File: config.mk
export PLATFORM = sky130hd
export DESIGN_NAME = midpoint_circle_span_fill
export DESIGN_NICKNAME = d
export VERILOG_FILES = /design/src/sv/mcsf_pkg.sv /design/src/sv/mcsf_front.sv /design/src/sv/mcsf_queue.sv /design/src/sv/mcsf_back.sv /design/src/sv/midpoint_circle_span_fill.sv
export SDC_FILE = /design/constraint.sdc
export NUM_CORES = 1
export LEC_CHECK = 0
export BUFFER_PORTS_ARGS = -buffer_cell sky130_fd_sc_hd__buf_2
export CAP_MARGIN = 20
export CORE_MARGIN = 3
export CORE_UTILIZATION = 40
export DETAILED_ROUTE_END_ITERATION = 10
export MAX_ROUTING_LAYER = met4
export PLACE_DENSITY = 0.69
export SLEW_MARGIN = 20
export SYNTH_ARGS = -nofsm -noshare
export SYNTH_HDL_FRONTEND = slang
export SYNTH_HIERARCHICAL = 1
export SYNTH_SLANG_ARGS = --single-unit
File: constraint.sdc
create_clock -name clk -period 4.4 [get_ports clk]
set_input_delay 0.22 -clock clk [delete_from_list [all_inputs] [get_ports clk]]
set_output_delay 0.22 -clock clk [all_outputs]
set_load 0.005 [all_outputs]
File: src/sv/mcsf_pkg.sv
`timescale 1ns / 1ps

package mcsf_pkg;

  // radius is clamped to this value
  localparam logic [4:0] MAX_RADIUS = 5'd20;
  // spans per point and walk limit in points (64 spans)
  localparam int SPANS_PER_POINT = 4;
  localparam logic [3:0] LAST_POINT_IDX = 4'd15;
  // point queue depth
  localparam int QUEUE_DEPTH = 4;
  localparam int QUEUE_AW = $clog2(QUEUE_DEPTH);

  // one walk point handed from front to back
  typedef struct packed {
    logic signed [6:0] x;
    logic signed [6:0] y;
    logic [7:0]        cx;
    logic [7:0]        cy;
    logic [15:0]       color;
    logic              last;
  } point_t;

  // span phase within a point
  typedef enum logic [1:0] {
    PH_ROW_PY = 2'd0,
    PH_ROW_NY = 2'd1,
    PH_ROW_PX = 2'd2,
    PH_ROW_NX = 2'd3
  } phase_t;

endpackage

File: src/sv/mcsf_front.sv
`timescale 1ns / 1ps

module mcsf_front (
  input  logic                  clk,
  input  logic                  rst,
  input  logic                  req_valid,
  output logic                  req_ready,
  input  logic [7:0]            req_cx,
  input  logic [7:0]            req_cy,
  input  logic [4:0]            req_radius,
  input  logic [15:0]           req_color,
  output logic                  pt_valid,
  input  logic                  pt_ready,
  output mcsf_pkg::point_t      pt
);
  import mcsf_pkg::*;

  logic               active;
  logic signed [6:0]  x;
  logic signed [6:0]  y;
  logic signed [10:0] d;
  logic [3:0]         count;
  logic [7:0]         cx;
  logic [7:0]         cy;
  logic [15:0]        color;

  logic [4:0]         r_clamp;
  logic               last_pt;
  logic signed [6:0]  x_next;
  logic signed [6:0]  y_next;
  logic signed [10:0] d_next;
  logic signed [10:0] x_ext;
  logic signed [10:0] y_ext;

  assign req_ready = !active;
  assign r_clamp   = (req_radius > MAX_RADIUS) ? MAX_RADIUS : req_radius;

  // loop test is on the point just emitted
  assign last_pt = (y < x) || (count == LAST_POINT_IDX);

  // decision walk step
  always_comb begin
    x_ext  = {{4{x[6]}}, x};
    y_ext  = {{4{y[6]}}, y};
    x_next = x + 7'sd1;
    if (d > 11'sd0) begin
      y_next = y - 7'sd1;
      d_next = d + ((x_ext - y_ext + 11'sd2) <<< 2) + 11'sd10;
    end else begin
      y_next = y;
      d_next = d + ((x_ext + 11'sd1) <<< 2) + 11'sd6;
    end
  end

  assign pt_valid = active;
  assign pt.x     = x;
  assign pt.y     = y;
  assign pt.cx    = cx;
  assign pt.cy    = cy;
  assign pt.color = color;
  assign pt.last  = last_pt;

  always_ff @(posedge clk) begin
    if (rst) begin
      active <= 1'b0;
      count  <= '0;
    end else if (!active) begin
      if (req_valid) begin
        active <= 1'b1;
        count  <= '0;
        x      <= 7'sd0;
        y      <= signed'({2'b00, r_clamp});
        d      <= 11'sd3 - signed'({5'b0, r_clamp, 1'b0});
        cx     <= req_cx;
        cy     <= req_cy;
        color  <= req_color;
      end
    end else if (pt_ready) begin
      x     <= x_next;
      y     <= y_next;
      d     <= d_next;
      count <= count + 4'd1;
      if (last_pt) begin
        active <= 1'b0;
      end
    end
  end

endmodule

File: src/sv/mcsf_queue.sv
`timescale 1ns / 1ps

module mcsf_queue (
  input  logic             clk,
  input  logic             rst,
  input  logic             wr_valid,
  output logic             wr_ready,
  input  mcsf_pkg::point_t wr_data,
  output logic             rd_valid,
  input  logic             rd_ready,
  output mcsf_pkg::point_t rd_data
);
  import mcsf_pkg::*;

  point_t                mem [QUEUE_DEPTH];
  logic [QUEUE_AW-1:0]   wr_ptr;
  logic [QUEUE_AW-1:0]   rd_ptr;
  logic [QUEUE_AW:0]     fill;
  logic                  do_wr;
  logic                  do_rd;

  assign wr_ready = (fill != (QUEUE_AW+1)'(QUEUE_DEPTH));
  assign rd_valid = (fill != '0);
  assign rd_data  = mem[rd_ptr];
  assign do_wr    = wr_valid && wr_ready;
  assign do_rd    = rd_valid && rd_ready;

  // storage
  always_ff @(posedge clk) begin
    if (do_wr) begin
      mem[wr_ptr] <= wr_data;
    end
  end

  // pointers and fill level
  always_ff @(posedge clk) begin
    if (rst) begin
      wr_ptr <= '0;
      rd_ptr <= '0;
      fill   <= '0;
    end else begin
      if (do_wr) begin
        wr_ptr <= wr_ptr + QUEUE_AW'(1);
      end
      if (do_rd) begin
        rd_ptr <= rd_ptr + QUEUE_AW'(1);
      end
      if (do_wr && !do_rd) begin
        fill <= fill + (QUEUE_AW+1)'(1);
      end else if (do_rd && !do_wr) begin
        fill <= fill - (QUEUE_AW+1)'(1);
      end
    end
  end

endmodule

File: src/sv/mcsf_back.sv
`timescale 1ns / 1ps

module mcsf_back (
  input  logic             clk,
  input  logic             rst,
  input  logic             pt_valid,
  output logic             pt_ready,
  input  mcsf_pkg::point_t pt,
  output logic             out_valid,
  input  logic             out_ready,
  output logic [9:0]       out_start,
  output logic [9:0]       out_end,
  output logic [9:0]       out_row,
  output logic [15:0]      out_color,
  output logic             out_last
);
  import mcsf_pkg::*;

  phase_t            phase;
  logic              load;
  logic signed [9:0] cx_s;
  logic signed [9:0] cy_s;
  logic signed [9:0] x_s;
  logic signed [9:0] y_s;
  logic signed [9:0] start_c;
  logic signed [9:0] end_c;
  logic signed [9:0] row_c;

  assign load     = pt_valid && (!out_valid || out_ready);
  assign pt_ready = load && (phase == PH_ROW_NX);

  // span of the current phase
  always_comb begin
    cx_s = signed'({2'b00, pt.cx});
    cy_s = signed'({2'b00, pt.cy});
    x_s  = {{3{pt.x[6]}}, pt.x};
    y_s  = {{3{pt.y[6]}}, pt.y};
    case (phase)
      PH_ROW_PY: begin
        start_c = cx_s - x_s;
        end_c   = cx_s + x_s;
        row_c   = cy_s + y_s;
      end
      PH_ROW_NY: begin
        start_c = cx_s - x_s;
        end_c   = cx_s + x_s;
        row_c   = cy_s - y_s;
      end
      PH_ROW_PX: begin
        start_c = cx_s - y_s;
        end_c   = cx_s + y_s;
        row_c   = cy_s + x_s;
      end
      default: begin
        start_c = cx_s - y_s;
        end_c   = cx_s + y_s;
        row_c   = cy_s - x_s;
      end
    endcase
  end

  // output register and phase counter
  always_ff @(posedge clk) begin
    if (rst) begin
      out_valid <= 1'b0;
      phase     <= PH_ROW_PY;
    end else begin
      if (load) begin
        out_valid <= 1'b1;
        out_start <= start_c;
        out_end   <= end_c;
        out_row   <= row_c;
        out_color <= pt.color;
        out_last  <= pt.last && (phase == PH_ROW_NX);
        phase     <= phase_t'(phase + 2'd1);
      end else if (out_ready) begin
        out_valid <= 1'b0;
      end
    end
  end

endmodule

File: src/sv/midpoint_circle_span_fill.sv
`timescale 1ns / 1ps

// Filled circle span generator. Each input word is one circle request
// (center, radius, color); radii above 20 are clamped to 20. The block walks
// the Bresenham decision-variable circle and emits four horizontal spans
// (start column, end column, row, color) per walk point, unclipped and
// signed, with tlast on the final span of the circle. A circle yields
// 4 * P spans, P = number of walk points (at most 16), so at most 64 spans.
// The back end emits one span per cycle while m_tready is high and the queue
// holds a point; the front walker produces one point per cycle, while the
// four-entry point queue has room, and accepts the next request as soon as
// its own walk has finished, which lets the next circle's walk overlap the
// draining of the previous one. Output stalls back up through the queue.
module midpoint_circle_span_fill (
  input  logic        clk,
  input  logic        rst,
  input  logic        s_tvalid,
  output logic        s_tready,
  // [7:0] center_x, [15:8] center_y, [20:16] radius, [36:21] fill_color
  input  logic [39:0] s_tdata,
  output logic        m_tvalid,
  input  logic        m_tready,
  // [9:0] span_start, [19:10] span_end, [29:20] span_row, [45:30] span_color
  output logic [47:0] m_tdata,
  // last_span
  output logic        m_tlast
);
  import mcsf_pkg::*;

  logic   fq_valid;
  logic   fq_ready;
  point_t fq_data;
  logic   qb_valid;
  logic   qb_ready;
  point_t qb_data;
  logic [9:0]  span_start;
  logic [9:0]  span_end;
  logic [9:0]  span_row;
  logic [15:0] span_color;

  mcsf_front u_front (
    .clk        (clk),
    .rst        (rst),
    .req_valid  (s_tvalid),
    .req_ready  (s_tready),
    .req_cx     (s_tdata[7:0]),
    .req_cy     (s_tdata[15:8]),
    .req_radius (s_tdata[20:16]),
    .req_color  (s_tdata[36:21]),
    .pt_valid   (fq_valid),
    .pt_ready   (fq_ready),
    .pt         (fq_data)
  );

  mcsf_queue u_queue (
    .clk      (clk),
    .rst      (rst),
    .wr_valid (fq_valid),
    .wr_ready (fq_ready),
    .wr_data  (fq_data),
    .rd_valid (qb_valid),
    .rd_ready (qb_ready),
    .rd_data  (qb_data)
  );

  mcsf_back u_back (
    .clk       (clk),
    .rst       (rst),
    .pt_valid  (qb_valid),
    .pt_ready  (qb_ready),
    .pt        (qb_data),
    .out_valid (m_tvalid),
    .out_ready (m_tready),
    .out_start (span_start),
    .out_end   (span_end),
    .out_row   (span_row),
    .out_color (span_color),
    .out_last  (m_tlast)
  );

  assign m_tdata = {2'b00, span_color, span_row, span_end, span_start};

endmodule
==> impl_metrics.py, run 1 <==
metrics = {
    "die": {
        "dieArea_um2": 38130,
        "core_area_um2": 34880,
        "initial_utilization_pct": 41.08,
        "die_w_um": 195.3,
        "std_cell_rows": 68,
        "die_h_um": 195.3,
        "io_pins": 95,
    },
    "setup_path": {
        "max_stage_delay_ns": 0.53,
        "cp.required_ns": 4.63,
        "crit_chain": "ha_1, inv_1, ha_1, ha_1, o21ai_0, nand2b_1, a21oi_1, o21ai_1, xnor2_1, ha_1, ha_1, or4_1, o22ai_2, xnor2_1, xnor2_1, o221ai_1",
        "crit_path_max_fanout": 8,
        "critical_path.most_common_cell": "ha_1",
        "crit_arrival_ns": 4.12,
        "timing_worst_setup_path_type": "reg2reg",
        "cp-end-kind": "flip-flop",
        "crit_path_start_kind": "flip-flop",
        "cp_slowest_cell": "edfxtp_1",
    },
    "drt": {
        "via_per_inst": 5.106,
        "ant_nets": 0,
        "post_drt_wl_per_cell_um": 17.14,
        "drc": 0,
        "vias": 8022,
        "drt_iter0_drc": 454,
        "postRouteWirelength_um": 26930,
        "first_pass_iters": 4,
    },
    "yosys": {
        "ys_types": 65,
        "synth-seq-area-share_pct": 63.15,
        "yosysWarnings": 6,
        "yosysTopAreaCell": "edfxtp_1",
        "syn_area_um2": 14330,
        "synth_area_leaders": "edfxtp_1 61%, ha_1 8.3%, mux4_2 7.4%, xnor2_1 2.6%, dfxtp_1 2.4%",
        "avgSynthCellArea_um2": 15.28,
        "synth_edf_count": 290,
        "synth_cells": 938,
        "synth_top_area_share_pct": 60.77,
        "synth_flop_cell": "edfxtp_1",
        "ys_ff_latch": 307,
        "ys_async_sr_fraction_pct": 0,
    },
    "sta": {
        "drv_slew": 0,
        "relSlewSlack_pct": 49.78,
        "tightest_slew_ns": 0.7505,
        "fin_skew_ns": 0.01524,
        "finalHoldViolCount": 0,
        "fmax_ghz": 0.2569,
        "finalCritPeriodShare_pct": 88.46,
        "rsz0062_at_grt": "false",
        "setup_tns_ns": 0,
        "finalCriticalPeriod_ns": 3.892,
        "setup_violations": 0,
    },
    "cells_and_area": {
        "fin_nets": 1236,
        "nFillCells": 2972,
        "drive_gt1_share_pct": 20.72,
        "register_area_um2": 9054,
        "multi_input_area_um2": 4856,
        "area_growth_pct": 17.26,
    },
    "clock_network": {
        "cts_buffer_depth": 3,
        "cts-root-buf": "clkbuf_16",
        "clock_sinks": 307,
        "cts_tree": "built",
        "clk-insertion-delay-late_ns": 0.51,
        "cts_max_level": 2,
        "cts_buffers": 35,
        "clk_pin_slew_worst_paths_ns": 0.06,
    },
    "grt": {
        "grt.total_usage_pct": 14.59,
        "grt_pass1_wl_um": 43570,
        "grt_overflow_total": 0,
        "first_global_vias": 8291,
        "grt_max_degree": 39,
        "antenna_found_initial": 1,
    },
    "hold_path": {
        "hold_path_class": "in2reg",
    },
    "placement": {
        "hpwl_um": 18200,
        "io_buffers": 89,
        "globalplace.congestion": 0.8529,
    },
    "run_status": {
        "outcome": "finished clean",
    },
    "pwr": {
        "p_leak_nw": 6.127,
        "power_w": 0.008879,
        "cellPowerDensity_nw_per_um2": 528.4,
        "peakVddDrop_mv": 0.3798,
    },
    "job": {
        "max-cap-violations": 0,
    },
}
## timing repair
item	in CTS	in global routing
buffers inserted	0	0
gates resized for setup	0	0
hold buffers	32	0
hold endpoints to repair	32	0
## synthesized netlist by cell type, types with 2 or more instances
master	count
nor3_1	14
nand2_1	30
ha_1	95
and2_1	13
o21ai_0	34
o41ai_1	2
o21ai_1	6
or3_1	3
buf_6	2
nor4_1	2
mux4_2	47
a21o_1	4
o211ai_1	4
a22oi_1	2
buf_2	6
dfxtp_1	17
buf_4	6
a21oi_1	45
nor2_1	56
mux2_2	6
nor2b_1	5
xnor2_1	43
mux2i_1	7
a31oi_1	6
buf_12	3
o21a_1	7
edfxtp_1	290
or4_1	2
and3_1	2
fa_1	6
inv_1	68
a211oi_1	8
o31ai_1	4
nand3_1	14
a221o_1	2
clkbuf_1	9
o21bai_1	3
xor2_1	24
a221oi_1	2
nand2b_1	11
o221ai_1	4
## metrics by stage
step	cell area [um^2]	std cells	hold WS (ns)	worst slack, ns	util [%]
after global placement	15320	1476	0.3964	0.5601	43.92
final	16800	1571	0.02316	0.5077	48.17
after detailed placement	15350	1477	0.3987	0.5193	44.00
after global routing	16800	1571	0.04037	0.2460	48.17
after floorplan	14330	939	0.2891	0.8459	-
after CTS	16800	1570	0.009681	0.4874	48.16
## flip-flops by register name (all words and copies together) (netlist names), 7 cells and up, named ones only
register / flops
u_queue/mem: 188
u_back/out_color: 16
u_front/color: 16
u_back/out_row: 10
u_back/out_start: 10
u_front/d: 10
u_back/out_end: 9
u_front/cx: 8
u_front/cy: 8
u_front/x: 7
u_front/y: 7
## layout by cell type (no fill, tap or decap), types with 6 or more instances in the layout
cell	instances
mux2_2	6
nand3_1	14
and2_1	9
nand2b_1	11
clkbuf_16	36
o21ai_1	6
xnor2_1	43
a211oi_1	8
fa_1	6
dfxtp_1	15
ha_1	95
o21a_1	7
clkbuf_1	8
buf_4	19
buf_2	89
mux4_2	47
nor2_1	55
a21oi_1	45
a31oi_1	6
dlygate4sd3_1	32
xor2_1	24
edfxtp_1	290
o21ai_0	34
nor3_1	14
nand2_1	30
inv_1	68
mux2i_1	7
## area by class of cell
cell class                 instances  share of cell area (%)
antenna                            1                 0.01489
clock buffer                      46                   5.704
clock inverter                    15                   1.028
inverter                          68                   1.519
multi-input combinational        538                   28.90
sequential                       307                   53.88
tap                              455                   3.388
timing repair buffer             141                   5.570
## power by group
part           total, W  internal, W  leakage (nW)  switching [W]
Sequential      0.00370      0.00359          2.80       0.000110
Clock           0.00282      0.00172         0.553        0.00111
Combinational   0.00236      0.00106          2.77        0.00130
Total           0.00888      0.00636          6.13        0.00252
## layer usage
metal	vias to the layer above	GRT usage [%]	wire, um
li1	3848	-	-
met1	3982	18.56	11990
met2	153	24.16	13230
met3	39	2.864	1161
met4	0	3.908	549
met5	-	-	0
## final timing paths
| kind | slack [ns] | endpoint | startpoint | cells after the start |
|---|---|---|---|---|
| worst min register to register | 0.49 | u_queue/mem[1][5] | u_front/color[4] | 0 |
| worst max register to register | 0.51 | u_front/d[10] | u_front/y[1] | 16 |
| worst min-delay path | 0.02 | u_front/pt_valid | s_tvalid | 3 |
| worst max-delay path | 0.51 | u_front/d[10] | u_front/y[1] | 16 |
## worst max-delay path, delay by kind of cell (launching register included)
kind                     cells  cell delay [ns]
AO/OA/AOI/OAI                5             0.81
XOR/XNOR                     3             0.47
adder cells (fa/ha/maj)      5             1.22
buffers and inverters        1             0.04
AND/OR/NAND/NOR              2             0.56
flip-flops                   1             0.53
## logic make-up after synthesis
| group | Yosys count | synth area share, % |
|---|---|---|
| fa+ha+maj | 101 | 9.133 |
| xor+xnor | 67 | 4.095 |
| flops | 307 | 63.15 |
| other cells | 1 | 0.02617 |
| buf+inv | 94 | 3.117 |
| simple gates | 157 | 5.213 |
| compound gates | 151 | 6.924 |
| mux | 60 | 8.347 |
No activity file was read; power rests on OpenSTA's default activity.
==> run 2, diff against run 1 <==
- HOLD_SLACK_MARGIN: unset -> 0.06
==> run 2 against run 1 <==
Compared with the run above: final area barely moved; global-route usage unchanged; maximum frequency barely moved; sequential power barely moved; clock power hardly changed; total power about the same; final cell count barely moved; critical path depth did not move; combinational power about the same; sequential share of layout area barely moved; sequential cell count stayed put; highest routed layer unchanged.
==> impl_metrics.py, run 2 (synthesis results as in run 1) <==
metrics = {
    "run_status": {
        "outcome": "finished clean",
    },
    "cells_and_area": {
        "layout_common_cells": "290 x edfxtp_1, 95 x ha_1, 89 x buf_2",
        "final_core_util_pct": 48.20,
        "drive_gt1_share_pct": 20.70,
        "top_regs": "u_queue/mem: 188 flops, u_back/out_color: 16 flops, u_front/color: 16 flops",
        "fin_nets": 1237,
        "nFillCells": 2970,
        "multi_input_area_um2": 4856,
        "register_area_um2": 9054,
        "area_growth_pct": 17.33,
        "largest_register_ff_count": 188,
        "final_common_cell": "edfxtp_1",
        "top_register": "u_queue/mem",
    },
    "setup_path": {
        "r2r_setup_slack_ns": 0.51,
        "r2r-end": "u_front/d[10]",
        "max_stage_delay_ns": 0.50,
        "cp_num_buf_inv": 1,
        "crit_path_start_kind": "flip-flop",
        "crit_chain": "inv_1, ha_1, xnor2_1, ha_1, o21ai_0, nand2b_1, a21oi_1, o21ai_1, xnor2_1, ha_1, ha_1, or4_1, o22ai_2, xnor2_1, xnor2_1, o221ai_1",
        "r2r_cells": 16,
        "crit_path_max_fanout": 8,
        "crit_arrival_ns": 4.12,
        "timing_worst_setup_path_type": "reg2reg",
        "cp-end-kind": "flip-flop",
        "cp_slowest_cell": "edfxtp_1",
        "cp.required_ns": 4.63,
        "timing.rr.start": "u_front/y[2]",
        "path_delay_family": "adder cells",
    },
    "pwr": {
        "peakVddDrop_mv": 0.3800,
        "p_leak_nw": 6.131,
        "cellPowerDensity_nw_per_um2": 528.2,
        "power_w": 0.008881,
    },
    "drt": {
        "drc": 0,
        "post_drt_wl_per_cell_um": 17.09,
        "drt_iter0_drc": 519,
        "postRouteWirelength_um": 26870,
        "via_per_inst": 5.078,
        "vias": 7982,
        "ant_nets": 0,
        "first_pass_iters": 5,
    },
    "sta": {
        "finalCriticalPeriod_ns": 3.894,
        "finalCritPeriodShare_pct": 88.50,
        "fin_skew_ns": 0.01534,
        "setup_violations": 0,
        "drv_slew": 0,
        "tightest_slew_ns": 0.7473,
        "relSlewSlack_pct": 50.00,
        "finalHoldViolCount": 0,
        "fmax_ghz": 0.2568,
        "rsz0062_at_grt": "false",
        "setup_tns_ns": 0,
        "whs_ns": 0.1259,
    },
    "clock_network": {
        "clk_pin_slew_worst_paths_ns": 0.06,
        "cts_buffers": 35,
        "cts_tree": "built",
        "cts-root-buf": "clkbuf_16",
        "clk-insertion-delay-late_ns": 0.51,
        "cts_max_level": 2,
        "cts_resized": 0,
        "clock_sinks": 307,
        "cts_buffer_depth": 3,
    },
    "grt": {
        "grt_max_degree": 39,
        "grt_pass1_wl_um": 43570,
        "antenna_found_initial": 1,
        "grt_overflow_total": 0,
        "grt.total_usage_pct": 14.59,
        "first_global_vias": 8294,
    },
    "placement": {
        "hpwl_um": 18200,
        "io_buffers": 89,
        "globalplace.congestion": 0.8529,
    },
    "die": {
        "die_h_um": 195.3,
        "std_cell_rows": 68,
        "io_pins": 95,
        "core_area_um2": 34880,
        "initial_utilization_pct": 41.08,
        "die_w_um": 195.3,
        "dieArea_um2": 38130,
    },
    "hold_path": {
        "min_from": "rst",
        "hold_path_class": "in2reg",
        "hold_depth": 2,
    },
    "job": {
        "max-cap-violations": 0,
    },
}
## run 2: worst max-delay path by stage
stage                 startpoint             to  slack (ns)  cells after the start
floorplan           u_front/y[1]  u_front/d[10]        0.85                     16
global placement    u_front/y[1]  u_front/d[10]        0.56                     16
detailed placement  u_front/y[1]  u_front/d[10]        0.52                     16
CTS                 u_front/y[2]  u_front/d[10]        0.49                     16
global route        u_front/y[2]  u_front/d[10]        0.25                     16
finish              u_front/y[2]  u_front/d[10]        0.51                     16
## run 2: worst register-to-register path, stage by stage, from the launching register on
cell	delay (ns)
edfxtp_1	0.50
inv_1	0.10
ha_1	0.34
xnor2_1	0.16
ha_1	0.21
o21ai_0	0.18
nand2b_1	0.07
a21oi_1	0.23
o21ai_1	0.12
xnor2_1	0.17
ha_1	0.26
ha_1	0.22
or4_1	0.49
o22ai_2	0.14
xnor2_1	0.15
xnor2_1	0.15
o221ai_1	0.14
## run 2: power by group
part           switching, W  internal (W)  leakage [nW]
clock network       0.00111       0.00172         0.553
logic               0.00130       0.00106          2.78
registers          0.000109       0.00359          2.80
## run 2: cell type report
class | instances | area share (%)
timing repair buffer | 142 | 5.626
tap | 455 | 3.386
sequential | 307 | 53.85
clock inverter | 15 | 1.027
clock buffer | 46 | 5.700
multi-input combinational | 538 | 28.88
antenna | 1 | 0.01488
inverter | 68 | 1.518
## run 2: timing repair
item                                    CTS  global route
endpoints found under the setup margin    0             0
setup buffers                             0             0
hold buffers                             33             0
endpoints found under the hold margin    33             0
## run 2: per-layer routing
| metal | wire length (um) | up-vias | track usage [%] |
|---|---|---|---|
| li1 | - | 3846 | - |
| met1 | 12090 | 3951 | 18.61 |
| met2 | 13220 | 150 | 24.16 |
| met3 | 1090 | 35 | 2.795 |
| met4 | 464 | 0 | 3.908 |
| met5 | 0 | - | - |
## run 2: through the flow
stage / std cells / instance area [um^2] / setup WS (ns)
detailed placement: 1477 / 15350 / 0.5193
floorplan: 939 / 14330 / 0.8459
finish: 1572 / 16810 / 0.5059
CTS: 1571 / 16810 / 0.4874
global route: 1572 / 16810 / 0.2460
global placement: 1476 / 15320 / 0.5601
==> run 3, diff against run 2 <==
- CTS_BUF_LIST: unset -> sky130_fd_sc_hd__clkbuf_8
==> run 3 against run 2 <==
Compared with the run above: via count increased by 1.5%; sequential share of layout area is 0.28 points higher; critical path depth is the same; maximum frequency rose by 0.16%; final cell count up 2.5%; clock-buffer cell count grew 10; combinational power about the same; sequential power about the same; sequential cell count unchanged; critical endpoint unchanged; largest cell class unchanged.
==> impl_metrics.py, run 3 (synthesis results as in run 1) <==
metrics = {
    "clock_network": {
        "clk_pin_slew_worst_paths_ns": 0.06,
        "cts_buffers": 52,
        "cts-root-buf": "clkbuf_8",
        "cts_tree": "built",
        "clock_sinks": 307,
        "clk-insertion-delay-late_ns": 0.57,
        "cts_resized": 0,
        "cts_max_level": 2,
        "cts_buffer_depth": 3,
        "cts_setup_buffers": 0,
    },
    "die": {
        "dieArea_um2": 38130,
        "die_w_um": 195.3,
        "core_area_um2": 34880,
        "die_h_um": 195.3,
        "io_pins": 95,
        "initial_utilization_pct": 41.08,
        "std_cell_rows": 68,
    },
    "grt": {
        "grt_overflow_total": 0,
        "grt.total_usage_pct": 14.71,
        "grt_max_degree": 39,
        "antenna_found_initial": 1,
        "first_global_vias": 8412,
        "grt_pass1_wl_um": 43950,
    },
    "drt": {
        "drc": 0,
        "post_drt_wl_per_cell_um": 16.83,
        "via_per_inst": 5.029,
        "first_pass_iters": 5,
        "vias": 8102,
        "drt_iter0_drc": 440,
        "postRouteWirelength_um": 27120,
        "ant_nets": 0,
    },
    "setup_path": {
        "r2r_setup_slack_ns": 0.51,
        "crit_path_start_kind": "flip-flop",
        "cp.required_ns": 4.67,
        "crit_chain": "ha_1, inv_1, ha_1, ha_1, o21ai_0, nand2b_1, a21oi_1, o21ai_1, xnor2_1, ha_1, ha_1, or4_1, o22ai_2, xnor2_1, xnor2_1, o221ai_1",
        "critical_path.most_common_cell": "ha_1",
        "cp_slowest_cell": "edfxtp_1",
        "crit_path_max_fanout": 8,
        "max_stage_delay_ns": 0.53,
        "crit_arrival_ns": 4.16,
        "timing_worst_setup_path_type": "reg2reg",
        "cp-end-kind": "flip-flop",
        "r2r-end": "u_front/d[10]",
        "r2r_cells": 16,
        "timing.rr.start": "u_front/y[1]",
    },
    "placement": {
        "io_buffers": 89,
        "post-place-ws_ns": 0.5193,
        "globalplace.congestion": 0.8529,
        "hpwl_um": 18200,
    },
    "sta": {
        "rsz0062_at_grt": "false",
        "setup_tns_ns": 0,
        "setup_violations": 0,
        "tightest_slew_ns": 0.7350,
        "finalCriticalPeriod_ns": 3.888,
        "finalHoldViolCount": 0,
        "finalCritPeriodShare_pct": 88.36,
        "worst_slack_ns": 0.5120,
        "relSlewSlack_pct": 50.82,
        "fmax_ghz": 0.2572,
        "fin_skew_ns": 0.02659,
        "drv_slew": 0,
    },
    "cells_and_area": {
        "register_area_um2": 9054,
        "drive_gt1_share_pct": 21.82,
        "top_regs": "u_queue/mem: 188 flops, u_back/out_color: 16 flops, u_front/color: 16 flops",
        "final_common_cell": "edfxtp_1",
        "nFillCells": 3008,
        "layout_common_cells": "290 x edfxtp_1, 95 x ha_1, 89 x buf_2",
        "multi_input_area_um2": 4856,
        "largest_register_ff_count": 188,
        "top_register": "u_queue/mem",
        "fin_nets": 1256,
        "area_growth_pct": 16.73,
    },
    "pwr": {
        "power_w": 0.008496,
        "cellPowerDensity_nw_per_um2": 507.9,
        "p_leak_nw": 6.162,
        "peakVddDrop_mv": 0.2915,
    },
    "run_status": {
        "outcome": "finished clean",
    },
    "hold_path": {
        "hold_depth": 3,
        "hold_path_class": "in2reg",
        "min_from": "m_tready",
        "whs_endpoint": "u_back/out_valid",
    },
    "job": {
        "max-cap-violations": 0,
    },
}
[run 3: per-stage QoR]
step | area [um^2] | util (%) | cells | hold WS (ns)
3_3_place_gp | 15320 | 43.92 | 1476 | 0.3964
4_1_cts | 16720 | 47.94 | 1610 | 0.06753
3_5_place_dp | 15350 | 44.00 | 1477 | 0.3987
5_1_grt | 16730 | 47.95 | 1611 | 0.07017
6_report | 16730 | 47.95 | 1611 | 0.08494
2_1_floorplan | 14330 | - | 939 | 0.2891
[run 3: worst max-delay path: cells and delay by family, from the launching register on]
| kind | cells | cell delay (ns) |
|---|---|---|
| XOR/XNOR | 3 | 0.44 |
| buffers and inverters | 1 | 0.04 |
| AND/OR/NAND/NOR | 2 | 0.56 |
| AO/OA/AOI/OAI | 5 | 0.81 |
| flip-flops | 1 | 0.53 |
| adder cells (fa/ha/maj) | 5 | 1.24 |
[run 3: how the worst max path moves through the flow]
stage,cells after the start,to,start
floorplan,16,u_front/d[10],u_front/y[1]
global placement,16,u_front/d[10],u_front/y[1]
detailed placement,16,u_front/d[10],u_front/y[1]
CTS,16,u_front/d[10],u_front/y[1]
global route,17,u_front/d[10],u_front/x[1]
finish,16,u_front/d[10],u_front/y[1]
[run 3: final cells by class]
cell class	instances	share of cell area [%]
Sequential cell	307	54.13
Multi-Input combinational cell	538	29.03
Timing Repair Buffer	144	5.775
Clock buffer	56	4.608
Tap cell	455	3.403
Inverter	68	1.526
Clock inverter	42	1.518
Antenna cell	1	0.01496
[run 3: where the power goes]
group | total (W) | internal [W] | switching, W
clock | 0.00244 | 0.00131 | 0.00113
combinational | 0.00236 | 0.00106 | 0.00130
sequential | 0.00370 | 0.00359 | 0.000109
total | 0.00850 | 0.00596 | 0.00254
[run 3: per-layer routing]
layer | vias up | share of wire, % | global-route usage [%]
met1 | 4000 | 45 | 18.61
met4 | 0 | 2.2 | 4.199
met5 | - | 0 | -
met3 | 45 | 4.1 | 2.743
met2 | 153 | 49 | 24.46
li1 | 3904 | - | -
[run 3: timing repair]
item / 4_1_cts / 5_1_grt
hold buffers: 35 / 0
endpoints found under the hold margin: 41 / 0
endpoints found under the setup margin: 0 / 0
